**src/rtl/mlr_pkg.sv**
```systemverilog
// Shared types and constants for the midpoint line rasterizer.
// Used by mlr_setup, mlr_step and midpoint_line_rasterizer; depends on nothing.
`default_nettype none

package mlr_pkg;

    // Field widths.
    localparam int COORD_BITS = 10;
    localparam int VALUE_BITS = 8;
    // Running line value: along the walk |L| stays below about 3 * 2^COORD_BITS.
    localparam int LVAL_BITS  = COORD_BITS + 4;

    // Operation codes.
    localparam logic OP_LOAD = 1'b0;
    localparam logic OP_STEP = 1'b1;

    // Slope classes.
    localparam logic [1:0] CLASS_SHALLOW_UP   = 2'd0;  // 0 <= m <= 1
    localparam logic [1:0] CLASS_STEEP_UP     = 2'd1;  // m > 1
    localparam logic [1:0] CLASS_SHALLOW_DOWN = 2'd2;  // -1 <= m < 0
    localparam logic [1:0] CLASS_STEEP_DOWN   = 2'd3;  // m < -1

    typedef logic [COORD_BITS-1:0]        coord_t;
    typedef logic [VALUE_BITS-1:0]        value_t;
    typedef logic signed [COORD_BITS:0]   coef_t;
    typedef logic signed [LVAL_BITS-1:0]  lval_t;

    // One input item.
    typedef struct packed {
        logic   op;
        coord_t start_x;
        coord_t start_y;
        coord_t end_x;
        coord_t end_y;
        value_t line_value;
    } in_item_t;

    // One result item.
    typedef struct packed {
        coord_t pixel_x;
        coord_t pixel_y;
        value_t pixel_value;
        logic   last_pixel;
    } out_item_t;

    // Line description worked out on a load.
    typedef struct packed {
        coord_t     walk_x;
        coord_t     walk_y;
        coord_t     major_end;
        logic [1:0] slope_class;
        coef_t      coef_a;
        coef_t      coef_b;
    } line_setup_t;

    // Outcome of one step of the walk.
    typedef struct packed {
        coord_t next_x;
        coord_t next_y;
        lval_t  next_lval;
        logic   last;
    } step_t;

endpackage : mlr_pkg

`default_nettype wire

```
**src/rtl/mlr_setup.sv**
```systemverilog
// Load decoder: line coefficients, slope class and endpoint ordering.
// Depends on mlr_pkg.
`default_nettype none

module mlr_setup (
    input  wire mlr_pkg::in_item_t item,
    output mlr_pkg::line_setup_t   setup
);
    import mlr_pkg::*;

    typedef logic signed [COORD_BITS+1:0] delta_t;

    delta_t dx_raw;
    delta_t dy_raw;
    delta_t dx_abs;
    delta_t dy_adj;
    logic [1:0] cls;
    logic x_major;
    logic swap;

    // Deltas, with the direction flipped so that dx is never negative.
    always_comb
    begin
        dx_raw = delta_t'({2'b00, item.end_x}) - delta_t'({2'b00, item.start_x});
        dy_raw = delta_t'({2'b00, item.end_y}) - delta_t'({2'b00, item.start_y});
        if (dx_raw < 0)
        begin
            dx_abs = -dx_raw;
            dy_adj = -dy_raw;
        end
        else
        begin
            dx_abs = dx_raw;
            dy_adj = dy_raw;
        end
    end

    // Slope class from comparing the deltas, with no division.
    always_comb
    begin
        if (dy_adj >= 0 && dy_adj <= dx_abs)
            cls = CLASS_SHALLOW_UP;
        else if (dy_adj > dx_abs)
            cls = CLASS_STEEP_UP;
        else if (dy_adj >= -dx_abs)
            cls = CLASS_SHALLOW_DOWN;
        else
            cls = CLASS_STEEP_DOWN;
    end

    // Order the endpoints so that the walk climbs the major axis.
    assign x_major = (cls == CLASS_SHALLOW_UP) || (cls == CLASS_SHALLOW_DOWN);
    assign swap    = x_major ? (item.start_x > item.end_x) : (item.start_y > item.end_y);

    always_comb
    begin
        setup.slope_class = cls;
        setup.coef_a = coef_t'({1'b0, item.start_y}) - coef_t'({1'b0, item.end_y});
        setup.coef_b = coef_t'({1'b0, item.end_x}) - coef_t'({1'b0, item.start_x});
        setup.walk_x = swap ? item.end_x : item.start_x;
        setup.walk_y = swap ? item.end_y : item.start_y;
        if (x_major)
            setup.major_end = swap ? item.start_x : item.end_x;
        else
            setup.major_end = swap ? item.start_y : item.end_y;
    end

endmodule : mlr_setup

`default_nettype wire

```
**src/rtl/mlr_step.sv**
```systemverilog
// One midpoint step: last-pixel test and choice between the straight and
// diagonal neighbour, using the running line value. Depends on mlr_pkg.
`default_nettype none

module mlr_step (
    input  wire mlr_pkg::coord_t walk_x,
    input  wire mlr_pkg::coord_t walk_y,
    input  wire mlr_pkg::coord_t major_end,
    input  wire logic [1:0]      slope_class,
    input  wire mlr_pkg::coef_t  coef_a,
    input  wire mlr_pkg::coef_t  coef_b,
    input  wire mlr_pkg::lval_t  lval,
    output mlr_pkg::step_t       step
);
    import mlr_pkg::*;

    logic  x_major;
    lval_t a_ext;
    lval_t b_ext;
    lval_t major_delta;
    lval_t minor_delta;
    lval_t l_straight;
    lval_t l_diag;
    lval_t mag_straight;
    lval_t mag_diag;
    logic  take_diag;
    coord_t minor_inc;

    assign x_major = (slope_class == CLASS_SHALLOW_UP) || (slope_class == CLASS_SHALLOW_DOWN);
    assign a_ext   = lval_t'(coef_a);
    assign b_ext   = lval_t'(coef_b);

    // Change in L for a move along the major axis and for the minor move.
    always_comb
    begin
        case (slope_class)
            CLASS_SHALLOW_UP:
            begin
                major_delta = a_ext;
                minor_delta = b_ext;
            end
            CLASS_STEEP_UP:
            begin
                major_delta = b_ext;
                minor_delta = a_ext;
            end
            CLASS_SHALLOW_DOWN:
            begin
                major_delta = a_ext;
                minor_delta = -b_ext;
            end
            default:
            begin
                major_delta = b_ext;
                minor_delta = -a_ext;
            end
        endcase
    end

    // Line value at both candidates and the comparison of magnitudes.
    assign l_straight   = lval + major_delta;
    assign l_diag       = l_straight + minor_delta;
    assign mag_straight = (l_straight < 0) ? -l_straight : l_straight;
    assign mag_diag     = (l_diag < 0) ? -l_diag : l_diag;
    assign take_diag    = $unsigned(mag_straight) > $unsigned(mag_diag);
    assign minor_inc    = take_diag ? coord_t'(1) : coord_t'(0);

    // Next pixel position; the minor coordinate wraps within its width.
    always_comb
    begin
        step.last      = x_major ? (walk_x == major_end) : (walk_y == major_end);
        step.next_lval = take_diag ? l_diag : l_straight;
        case (slope_class)
            CLASS_SHALLOW_UP:
            begin
                step.next_x = walk_x + coord_t'(1);
                step.next_y = walk_y + minor_inc;
            end
            CLASS_STEEP_UP:
            begin
                step.next_x = walk_x + minor_inc;
                step.next_y = walk_y + coord_t'(1);
            end
            CLASS_SHALLOW_DOWN:
            begin
                step.next_x = walk_x + coord_t'(1);
                step.next_y = walk_y - minor_inc;
            end
            default:
            begin
                step.next_x = walk_x - minor_inc;
                step.next_y = walk_y + coord_t'(1);
            end
        endcase
    end

endmodule : mlr_step

`default_nettype wire

```
**src/rtl/midpoint_line_rasterizer.sv**
```systemverilog
// Midpoint line rasterizer top level: input register, line state and pixel register.
// Depends on mlr_pkg, mlr_setup and mlr_step.
//
//   Channel | Valid       | Stall       | Payload           | Moves
//   --------+-------------+-------------+-------------------+------------------------
//   input   | item_valid  | item_stall  | item (in_item_t)  | load or step commands
//   output  | pixel_valid | pixel_stall | pixel (out_item_t)| at most one pixel per step
//
// One item per clock is taken while no pixel is stalled; a step is held in the
// input register and its pixel in the pixel register. The line value is tracked
// incrementally, so each step is two adds and a magnitude compare between the
// input register and the pixel register.
// Reset clears the line state, so a step before any load gives no pixel.
// A stalled pixel holds the input register, and whatever item sits in it, until
// the pixel is taken; item_stall is raised for as long as that lasts.
`default_nettype none

module midpoint_line_rasterizer (
    input  wire logic                clk,
    input  wire logic                rst_n,
    input  wire logic                item_valid,
    output logic                     item_stall,
    input  wire mlr_pkg::in_item_t   item,
    output logic                     pixel_valid,
    input  wire logic                pixel_stall,
    output mlr_pkg::out_item_t       pixel
);
    import mlr_pkg::*;

    logic        in_valid_reg;
    in_item_t    in_data_reg;
    logic        out_valid_reg;
    out_item_t   out_data_reg;

    coord_t      walk_x_reg;
    coord_t      walk_y_reg;
    coord_t      major_end_reg;
    logic [1:0]  slope_class_reg;
    coef_t       coef_a_reg;
    coef_t       coef_b_reg;
    lval_t       lval_reg;
    value_t      held_value_reg;
    logic        line_active_reg;

    logic        advance;
    logic        is_load;
    logic        emit;
    line_setup_t setup;
    step_t       step;

    mlr_setup u_setup (
        .item  (in_data_reg),
        .setup (setup)
    );

    mlr_step u_step (
        .walk_x      (walk_x_reg),
        .walk_y      (walk_y_reg),
        .major_end   (major_end_reg),
        .slope_class (slope_class_reg),
        .coef_a      (coef_a_reg),
        .coef_b      (coef_b_reg),
        .lval        (lval_reg),
        .step        (step)
    );

    // The held item goes ahead whenever the pixel register can take a result.
    assign advance    = in_valid_reg && (!out_valid_reg || !pixel_stall);
    assign is_load    = (in_data_reg.op == OP_LOAD);
    assign emit       = advance && !is_load && line_active_reg;
    assign item_stall = in_valid_reg && !advance;

    assign pixel_valid = out_valid_reg;
    assign pixel       = out_data_reg;

    // Input register control.
    always_ff @(posedge clk or negedge rst_n)
    begin
        if (!rst_n)
            in_valid_reg <= 1'b0;
        else if (item_valid && !item_stall)
            in_valid_reg <= 1'b1;
        else if (advance)
            in_valid_reg <= 1'b0;
    end

    // Input register payload.
    always_ff @(posedge clk)
    begin
        if (item_valid && !item_stall)
            in_data_reg <= item;
    end

    // Line state: replaced on a load, walked on a step.
    always_ff @(posedge clk or negedge rst_n)
    begin
        if (!rst_n)
        begin
            walk_x_reg      <= '0;
            walk_y_reg      <= '0;
            major_end_reg   <= '0;
            slope_class_reg <= CLASS_SHALLOW_UP;
            coef_a_reg      <= '0;
            coef_b_reg      <= '0;
            lval_reg        <= '0;
            held_value_reg  <= '0;
            line_active_reg <= 1'b0;
        end
        else if (advance && is_load)
        begin
            walk_x_reg      <= setup.walk_x;
            walk_y_reg      <= setup.walk_y;
            major_end_reg   <= setup.major_end;
            slope_class_reg <= setup.slope_class;
            coef_a_reg      <= setup.coef_a;
            coef_b_reg      <= setup.coef_b;
            // The line passes through the walk's starting endpoint, so L starts at zero.
            lval_reg        <= '0;
            held_value_reg  <= in_data_reg.line_value;
            line_active_reg <= 1'b1;
        end
        else if (emit)
        begin
            if (step.last)
                line_active_reg <= 1'b0;
            else
            begin
                walk_x_reg <= step.next_x;
                walk_y_reg <= step.next_y;
                lval_reg   <= step.next_lval;
            end
        end
    end

    // Pixel register control.
    always_ff @(posedge clk or negedge rst_n)
    begin
        if (!rst_n)
            out_valid_reg <= 1'b0;
        else if (emit)
            out_valid_reg <= 1'b1;
        else if (!pixel_stall)
            out_valid_reg <= 1'b0;
    end

    // Pixel register payload.
    always_ff @(posedge clk)
    begin
        if (emit)
        begin
            out_data_reg.pixel_x     <= walk_x_reg;
            out_data_reg.pixel_y     <= walk_y_reg;
            out_data_reg.pixel_value <= held_value_reg;
            out_data_reg.last_pixel  <= step.last;
        end
    end

endmodule : midpoint_line_rasterizer

`default_nettype wire
```
**config.mk**
```make
export PLATFORM = sky130hd
export DESIGN_NAME = midpoint_line_rasterizer
export DESIGN_NICKNAME = d
export VERILOG_FILES = /design/src/rtl/mlr_pkg.sv /design/src/rtl/mlr_setup.sv /design/src/rtl/mlr_step.sv /design/src/rtl/midpoint_line_rasterizer.sv
export SDC_FILE = /design/constraint.sdc
export NUM_CORES = 1
export LEC_CHECK = 0
export BUFFER_PORTS_ARGS = -buffer_cell sky130_fd_sc_hd__clkbuf_2
export CAP_MARGIN = 20
export CORE_MARGIN = 5
export CORE_UTILIZATION = 55
export CTS_BUF_LIST = sky130_fd_sc_hd__clkbuf_16
export CTS_CLUSTER_SIZE = 28
export DETAILED_ROUTE_END_ITERATION = 8
export PLACE_DENSITY = 0.72
export REMOVE_ABC_BUFFERS = 1
export SETUP_SLACK_MARGIN = 0.15
export SYNTH_ARGS = -nofsm -noshare
export SYNTH_HDL_FRONTEND = slang
export SYNTH_HIERARCHICAL = 1
export SYNTH_SLANG_ARGS = --single-unit
```
**constraint.sdc**
```tcl
create_clock -name clk -period 17.25 [get_ports clk]
set_input_delay 0.8625 -clock clk [delete_from_list [all_inputs] [get_ports clk]]
set_output_delay 0.8625 -clock clk [all_outputs]
set_load 0.005 [all_outputs]
```
==> flow_summary_export.csv, run 1 <==
group,metric,value,unit
logic_synthesis,synthAdderAreaFrac,10.74,%
final_layout,final_util,61.13,%
sta,period_needed,8.670,ns
global_route,grt_overflow_total,0,
die,design.core.area,23260,µm²
clock_network,cts_tree,"done",
sta,fin_ws,8.580,ns
final_layout,antennaDiodeCount,0,
die,rows,56,
sta,rsz0062_at_grt,"false",
die,die_h,163.2,µm
worst_setup_path,startpoint_type,"register",
final_layout,drive_above_1_share,16.99,%
routing,dr.pass1.iters,5,
placement,pre_cts_slack,8.583,ns
final_layout,area_growth,10.19,%
die,initial_core_util,55.48,%
routing,avgViaCountPerCell,5.959,
logic_synthesis,yosysMostFrequentCell,"ha_1",
logic_synthesis,ys_warn_count,6,
clock_network,clockBufferDepth,2,
global_route,grtUsageTotal,24.29,%
logic_synthesis,synth_commonest_cells,"102 x ha_1, 82 x inv_1, 79 x dfrtp_1, 78 x edfxtp_1, 70 x nor2_1",
placement,dp_hpwl,24050,µm
run,cap_violations,0,
clock_network,clkTransAtPathRegs,0.08,ns
clock_network,cts.htree.levels,4,
logic_synthesis,synth_top_family_by_area,"compound AO/OA/AOI/OAI gates",
final_layout,regArea,4319,µm²
sta,tns,0,ns
die,die_w,163.2,µm
placement,numPortBuffers,83,
clock_network,cts_resized,0,
logic_synthesis,synth_area_leaders,"edfxtp_1 18%, dfrtp_1 15%, ha_1 9.9%, mux2i_1 5.1%, mux2_2 5.0%",
sta,skew,0.02066,ns
logic_synthesis,syn_avg_cell_area,10.01,µm²
sta,min_period_over_period,50.26,%
die,ios,84,
logic_synthesis,synthSimpleGateAreaFrac,15.11,%
clock_network,worstSkewPairLatency,0.43,ns
clock_network,cts_buffers,17,
logic_synthesis,yosysTopAreaCellShare,18.15,%
sta,relSlewSlack,31.12,%
final_layout,final_nets,1518,
clock_network,cts.sinks,157,
worst_hold_path,hp-class,"input port to asynchronous set/reset pin",
logic_synthesis,netlist_area,12910,µm²
routing,drtIter0Drc,752,
global_route,antenna_found_initial,0,
worst_setup_path,critical_path_buf_inv_count,4,
placement,dpl.cell_count,1656,
routing,avgRoutedWirePerCell,18.87,µm
sta,fmax,0.1153,GHz
global_route,grt_pass1_wl,51720,µm
placement,globalplace.congestion,0.9655,
logic_synthesis,async_reset_ff_share,50.32,%
final_layout,fin_cells,1690,
worst_setup_path,worstPathRequired,17.57,ns
final_layout,largest_register_ffs,49,
routing,ant_nets,0,
worst_setup_path,cpMaxStageDelayCell,"nor2_1",
clock_network,holdBufCountCts,0,
logic_synthesis,synth_edf_count,78,
worst_setup_path,path_delay_family,"simple AND/OR/NAND/NOR gates",
logic_synthesis,yosys.cell_types.count,100,
worst_setup_path,worstPathArrival,8.99,ns
logic_synthesis,synth_xor_area_share,8.938,%
sta,slew_violations,0,
die,dieArea,26630,µm²
logic_synthesis,ys_seq_elements,157,
global_route,grt_max_degree,80,
logic_synthesis,synth_cells,1289,
sta,hold_violations,0,
clock_network,root_buffer,"clkbuf_16",
logic_synthesis,ys.flop_type,"dfrtp_1",
routing,wl,31880,µm
worst_setup_path,max_stage_delay,0.77,ns
sta,finalSetupViolations,0,
routing,post-route-drc-count,0,
worst_setup_path,critPathMaxFanout,46,
logic_synthesis,yosysSeqAreaShare,33.47,%
final_layout,multi_input_area,8020,µm²
clock_network,post-cts-setup-buffer-count,0,
worst_setup_path,crit_type,"register to register",
final_layout,fillers,1993,
logic_synthesis,synth_mux_area_share,11.43,%
worst_setup_path,crit_path_end_kind,"register",
logic_synthesis,synth_compound_area_share,15.79,%
status,status,"finished, final reports clean",
logic_synthesis,yosysTopAreaCell,"edfxtp_1",
worst_setup_path,crit_path_frequent_cell,"ha_1",
routing,num_vias,10070,
sta,worstMarginPinSlew,1.028,ns
global_route,first_global_vias,9853,
## per-stage QoR
step,area [µm²],hold slack [ns]
detailed placement,13560,0.4292
global placement,13560,0.4282
finish,14220,0.2740
CTS,14170,0.4485
floorplan,12640,0.4211
global route,14220,0.2715
## cells in the final DEF, fill, tap and decap left out, types with 9 or more instances in the layout
| cell type | n |
|---|---|
| a211oi_1 | 11 |
| o221a_1 | 20 |
| nand4_1 | 11 |
| nor3_1 | 21 |
| nor2_1 | 69 |
| or3_1 | 31 |
| a21oi_1 | 57 |
| and3_1 | 13 |
| nand2_1 | 57 |
| buf_4 | 13 |
| xnor2_1 | 66 |
| a22o_1 | 15 |
| o211ai_1 | 12 |
| o21ai_0 | 52 |
| ha_1 | 102 |
| dfrtp_1 | 79 |
| and2_1 | 11 |
| a21o_1 | 21 |
| a31oi_1 | 12 |
| edfxtp_1 | 78 |
| nand2b_1 | 18 |
| mux2_2 | 57 |
| inv_1 | 82 |
| mux2_4 | 10 |
| clkbuf_16 | 17 |
| mux2i_1 | 66 |
| clkbuf_2 | 82 |
| nor4_1 | 10 |
| or4_1 | 9 |
| nor2b_1 | 21 |
| nand3_1 | 27 |
| xor2_1 | 62 |
## metal layers
layer  share of wire, %  global-route usage [%]  wire length (µm)  vias up
li1                   -                       -                 -     4912
met1                 47                   34.99             14910     4829
met2                 45                   38.47             14490      289
met3                5.3                   3.280              1691       41
met4                2.5                   7.129               793        0
met5                  0                       0                 0        -
## cells by family after synthesis
kind of cell	Yosys count
other cells	1
compound gates	279
buf+inv	131
fa+ha+maj	108
mux	134
xor+xnor	130
simple gates	349
flops	157
## final timing paths
check	from	endpoint	slack (ns)	depth (start not counted)
setup / recovery	slope_class_reg[0]	walk_x_reg[4]	8.58	35
hold / removal	rst_n	held_value_reg[5]	0.27	1
setup reg to reg	slope_class_reg[0]	walk_x_reg[4]	8.58	35
hold reg to reg	held_value_reg[4]	pixel[5]	0.45	0
max in group asynchronous	rst_n	coef_a_reg[0]	16.34	2
min in group clk	held_value_reg[4]	pixel[5]	0.45	0
## cell type report
type,count,area share [%]
Multi-Input combinational cell,1001,56.40
Inverter,84,2.217
Clock inverter,15,1.311
Tap cell,319,2.807
Clock buffer,17,2.991
Sequential cell,157,30.37
Timing Repair Buffer,97,3.906
Power of run 1 is left out: the tool's default activity adds up to more than one toggle a clock period on the data nets, which glitch-free logic cannot reach.
==> run 2, diff against run 1 <==
PLACE_DENSITY = 0.75   (was 0.72)
clock period = 7 ns   (was 17.25 ns; I/O delays follow)
==> flow_summary_export.csv, run 2 (synthesis gave the netlist of run 1 again) <==
group,metric,value,unit
worst_hold_path,hold_path.startpoint,"item[25]",
status,violations,"negative setup slack",
worst_setup_path,max_stage_delay,0.55,ns
worst_setup_path,cpMaxStageDelayCell,"or4bb_4",
status,status,"complete, but fails checks",
clock_network,cts_tree,"done",
sta,finalSetupViolations,9,
clock_network,clkTransAtPathRegs,0.08,ns
routing,wl,34700,µm
die,die_h,163.2,µm
routing,dr.pass1.iters,5,
sta,skew,0.01365,ns
worst_setup_path,rr_startpoint,"slope_class_reg[0]",
sta,fmax,0.1407,GHz
sta,slew_violations,0,
worst_setup_path,critPathMaxFanout,5,
worst_setup_path,worstPathArrival,7.44,ns
die,initial_core_util,55.48,%
global_route,grt_overflow_total,0,
worst_setup_path,r2r_slack,-0.11,ns
placement,place_area,14460,µm²
routing,post-route-drc-count,0,
run,cap_violations,0,
clock_network,cts_buffers,17,
sta,tns,-0.5056,ns
sta,fin_ws,-0.1083,ns
final_layout,drive_above_1_share,28.93,%
final_layout,final_common_cell,"buf_4",
worst_hold_path,min_path_cells,1,
clock_network,cts.sinks,157,
clock_network,cts.htree.levels,4,
global_route,grt_pass1_wl,54690,µm
placement,numPortBuffers,83,
worst_setup_path,r2r_end,"walk_x_reg[4]",
sta,rsz0062_at_grt,"true",
sta,period_needed,7.108,ns
sta,min_period_over_period,101.5,%
final_layout,antennaDiodeCount,0,
final_layout,final_nets,1661,
worst_setup_path,crit_type,"register to register",
routing,ant_nets,0,
final_layout,largest_register_ffs,49,
global_route,grt_max_degree,73,
global_route,first_global_vias,10400,
sta,hold_violations,0,
routing,avgViaCountPerCell,5.901,
final_layout,final_cell_mix,"145 x buf_4, 94 x ha_1, 82 x clkbuf_2, 79 x inv_1, 79 x dfrtp_1",
clock_network,worstSkewPairLatency,0.44,ns
routing,drtIter0Drc,846,
placement,dp_hpwl,25480,µm
die,dieArea,26630,µm²
routing,num_vias,10820,
placement,globalplace.congestion,0.9120,
worst_setup_path,startpoint_type,"register",
global_route,antenna_found_initial,2,
final_layout,fin_area,15760,µm²
die,rows,56,
worst_setup_path,worstPathRequired,7.33,ns
worst_setup_path,reg2reg_depth,35,
worst_setup_path,startpoint,"slope_class_reg[0]",
worst_hold_path,hp-class,"input port to register",
clock_network,clockBufferDepth,2,
die,ios,84,
die,die_w,163.2,µm
sta,worstMarginPinSlew,1.136,ns
routing,avgRoutedWirePerCell,18.93,µm
global_route,grtUsageTotal,25.66,%
worst_hold_path,hold-path-endpoint,"in_data_reg[25]",
final_layout,fillers,1781,
worst_setup_path,crit_path_end_kind,"register",
final_layout,area_growth,22.11,%
die,design.core.area,23260,µm²
sta,relSlewSlack,23.56,%
clock_network,root_buffer,"clkbuf_16",
run 2: critical path: cells and delay by family (launching register included):
| family | cells | cell delay (ns) |
|---|---|---|
| buf+inv | 5 | 0.72 |
| fa+ha+maj | 5 | 1.22 |
| mux | 2 | 0.48 |
| xor+xnor | 2 | 0.16 |
| simple gates | 13 | 2.69 |
| compound gates | 8 | 1.33 |
| flops | 1 | 0.39 |
run 2: cell type report:
class	count	area (µm²)	share of cell area, %
flip-flops and latches	157	4319	27.41
well taps	319	399.1	2.533
inverters	84	315.3	2.001
repair buffers	240	1700	10.79
clock buffers	17	425.4	2.699
clock inverters	15	188.9	1.199
multi-input cells	1001	8412	53.37
run 2: metrics by stage:
step | setup slack, ns | utilization [%] | instances | hold WS [ns]
final | -0.1083 | 67.75 | 1833 | 0.07912
after global routing | -0.4394 | 67.75 | 1833 | 0.05927
after CTS | -0.06060 | 66.34 | 1819 | 0.06659
after global placement | -0.1609 | 62.15 | 1772 | 0.1726
after floorplan | -2.659 | - | 1242 | 0.05441
after detailed placement | -0.3795 | 62.15 | 1772 | 0.1738
run 2: metal layers:
metal / global-route usage [%] / routed length (µm) / vias to the layer above
met2: 42.30 / 16430 / 326
met4: 7.167 / 796 / 0
met1: 36.13 / 15590 / 5249
li1: - / - / 5195
met3: 2.725 / 1882 / 46
met5: 0 / 0 / -
run 2: worst max path at each step:
stage,to,cells past startpoint
2_1_floorplan,walk_x_reg[4],33
3_3_place_gp,walk_x_reg[4],33
6_report,walk_x_reg[4],35
4_1_cts,walk_x_reg[4],34
5_1_grt,walk_y_reg[9],39
3_5_place_dp,walk_x_reg[4],34
run 2: timing repair:
| item | 4_1_cts | 5_1_grt |
|---|---|---|
| pin swaps | 38 | 32 |
| endpoints found under the setup margin | 24 | 34 |
| resized for setup | 46 | 49 |
| hold endpoints to repair | 7 | 0 |
| hold buffers | 1 | 0 |
| buffers inserted | 13 | 13 |
| gates cloned | 1 | 0 |
Power of run 2 is left out for the same reason.
==> run 3, diff against run 2 <==
MAX_ROUTING_LAYER = met4   (was unset)
SETUP_SLACK_MARGIN = unset   (was 0.15)
==> flow_summary_export.csv, run 3 (synthesis gave the netlist of run 1 again) <==
group,metric,value,unit
clock_network,cts_tree,"done",
global_route,grt_max_degree,73,
status,status,"complete, but fails checks",
routing,avgRoutedWirePerCell,18.65,µm
clock_network,cts_buffers,17,
final_layout,largest_register_ffs,49,
global_route,first_global_vias,10230,
die,rows,56,
final_layout,area_growth,23.52,%
global_route,antenna_found_initial,1,
global_route,grtUsageTotal,25.82,%
routing,num_vias,10770,
global_route,grt_pass1_wl,53610,µm
routing,wl,34180,µm
die,die_w,163.2,µm
sta,slew_violations,0,
routing,ant_nets,0,
sta,worstMarginPinSlew,1.050,ns
die,dieArea,26630,µm²
run,cap_violations,0,
placement,globalplace.congestion,0.9245,
clock_network,worstSkewPairLatency,0.43,ns
sta,hold_violations,0,
placement,numPortBuffers,83,
worst_setup_path,crit_type,"register to register",
worst_setup_path,max_stage_delay,0.50,ns
global_route,grt_overflow_total,0,
worst_setup_path,critPathMaxFanout,7,
worst_setup_path,startpoint_type,"register",
final_layout,final_util,68.53,%
final_layout,final_common_cell,"buf_4",
sta,skew,0.01838,ns
die,initial_core_util,55.48,%
placement,pre_cts_slack,-0.3404,ns
placement,dp_hpwl,25240,µm
sta,period_needed,7.100,ns
sta,finalSetupViolations,3,
final_layout,antennaDiodeCount,0,
routing,drtIter0Drc,834,
sta,rsz0062_at_grt,"true",
worst_setup_path,worstPathArrival,7.47,ns
die,design.core.area,23260,µm²
sta,fin_ws,-0.1001,ns
clock_network,root_buffer,"clkbuf_16",
status,violations,"negative setup slack",
worst_setup_path,crit_path_end_kind,"register",
clock_network,clkTransAtPathRegs,0.08,ns
die,die_h,163.2,µm
sta,min_period_over_period,101.4,%
worst_setup_path,cpMaxStageDelayCell,"or4bb_4",
clock_network,cts.htree.levels,4,
routing,avgViaCountPerCell,5.880,
final_layout,fillers,1767,
final_layout,drive_above_1_share,30.07,%
sta,fmax,0.1408,GHz
clock_network,cts.sinks,157,
routing,post-route-drc-count,0,
final_layout,fin_area,15940,µm²
die,ios,84,
clock_network,clockBufferDepth,2,
placement,place_area,14440,µm²
worst_setup_path,worstPathRequired,7.37,ns
sta,relSlewSlack,29.34,%
final_layout,final_nets,1660,
routing,dr.pass1.iters,5,
final_layout,final_cell_mix,"143 x buf_4, 88 x ha_1, 82 x clkbuf_2, 79 x inv_1",
worst_hold_path,hp-class,"input port to register",
==> run 3: final timing paths <==
path	end	cells after the start	start	slack [ns]
min in group asynchronous	major_end_reg[9]	2	rst_n	0.27
max	walk_x_reg[4]	35	slope_class_reg[0]	-0.10
max reg2reg	walk_x_reg[4]	35	slope_class_reg[0]	-0.10
max in group asynchronous	slope_class_reg[0]	3	rst_n	5.49
min reg2reg	pixel[8]	0	held_value_reg[7]	0.45
min	in_data_reg[45]	1	item[45]	0.09
==> run 3: per-layer routing <==
layer	routed length (µm)	share of wire [%]	GRT usage, %
met3	1731	5.1	2.448
met1	15430	45	35.81
met5	0	0	-
met2	16390	48	41.45
met4	620	1.8	5.986
==> run 3: cell type report <==
cell class | instances | area, µm² | area share, %
Sequential cell | 157 | 4320 | 27.10
Clock inverter | 15 | 217.7 | 1.366
Inverter | 84 | 320.3 | 2.009
Timing Repair Buffer | 239 | 1683 | 10.56
Clock buffer | 17 | 425.4 | 2.669
Multi-Input combinational cell | 1001 | 8576 | 53.79
Tap cell | 319 | 399.1 | 2.504
==> run 3: through the flow <==
stage	hold slack, ns	instances	setup TNS (ns)
floorplan	0.05441	1242	-58.07
global placement	0.1733	1770	-0.7792
detailed placement	0.1730	1770	-2.480
CTS	0.07532	1825	0
global route	0.05988	1832	-3.117
finish	0.08729	1832	-0.1101
==> run 3: timing repair <==
item	in CTS	in global routing
setup endpoints to repair	16	27
hold endpoints to repair	7	0
gates resized for setup	32	87
setup buffers	21	8
hold buffers	1	0
gates cloned	1	0
pin swaps	27	35
==> run 3: critical path: cells and delay by family, from the launching register on <==
| family | cells | cell delay, ns |
|---|---|---|
| multiplexers | 2 | 0.48 |
| AO/OA/AOI/OAI | 14 | 2.25 |
| adder cells (fa/ha/maj) | 5 | 0.98 |
| flip-flops | 1 | 0.47 |
| AND/OR/NAND/NOR | 8 | 1.92 |
| buffers and inverters | 3 | 0.44 |
| XOR/XNOR | 3 | 0.48 |
Power of run 3 is left out for the same reason.
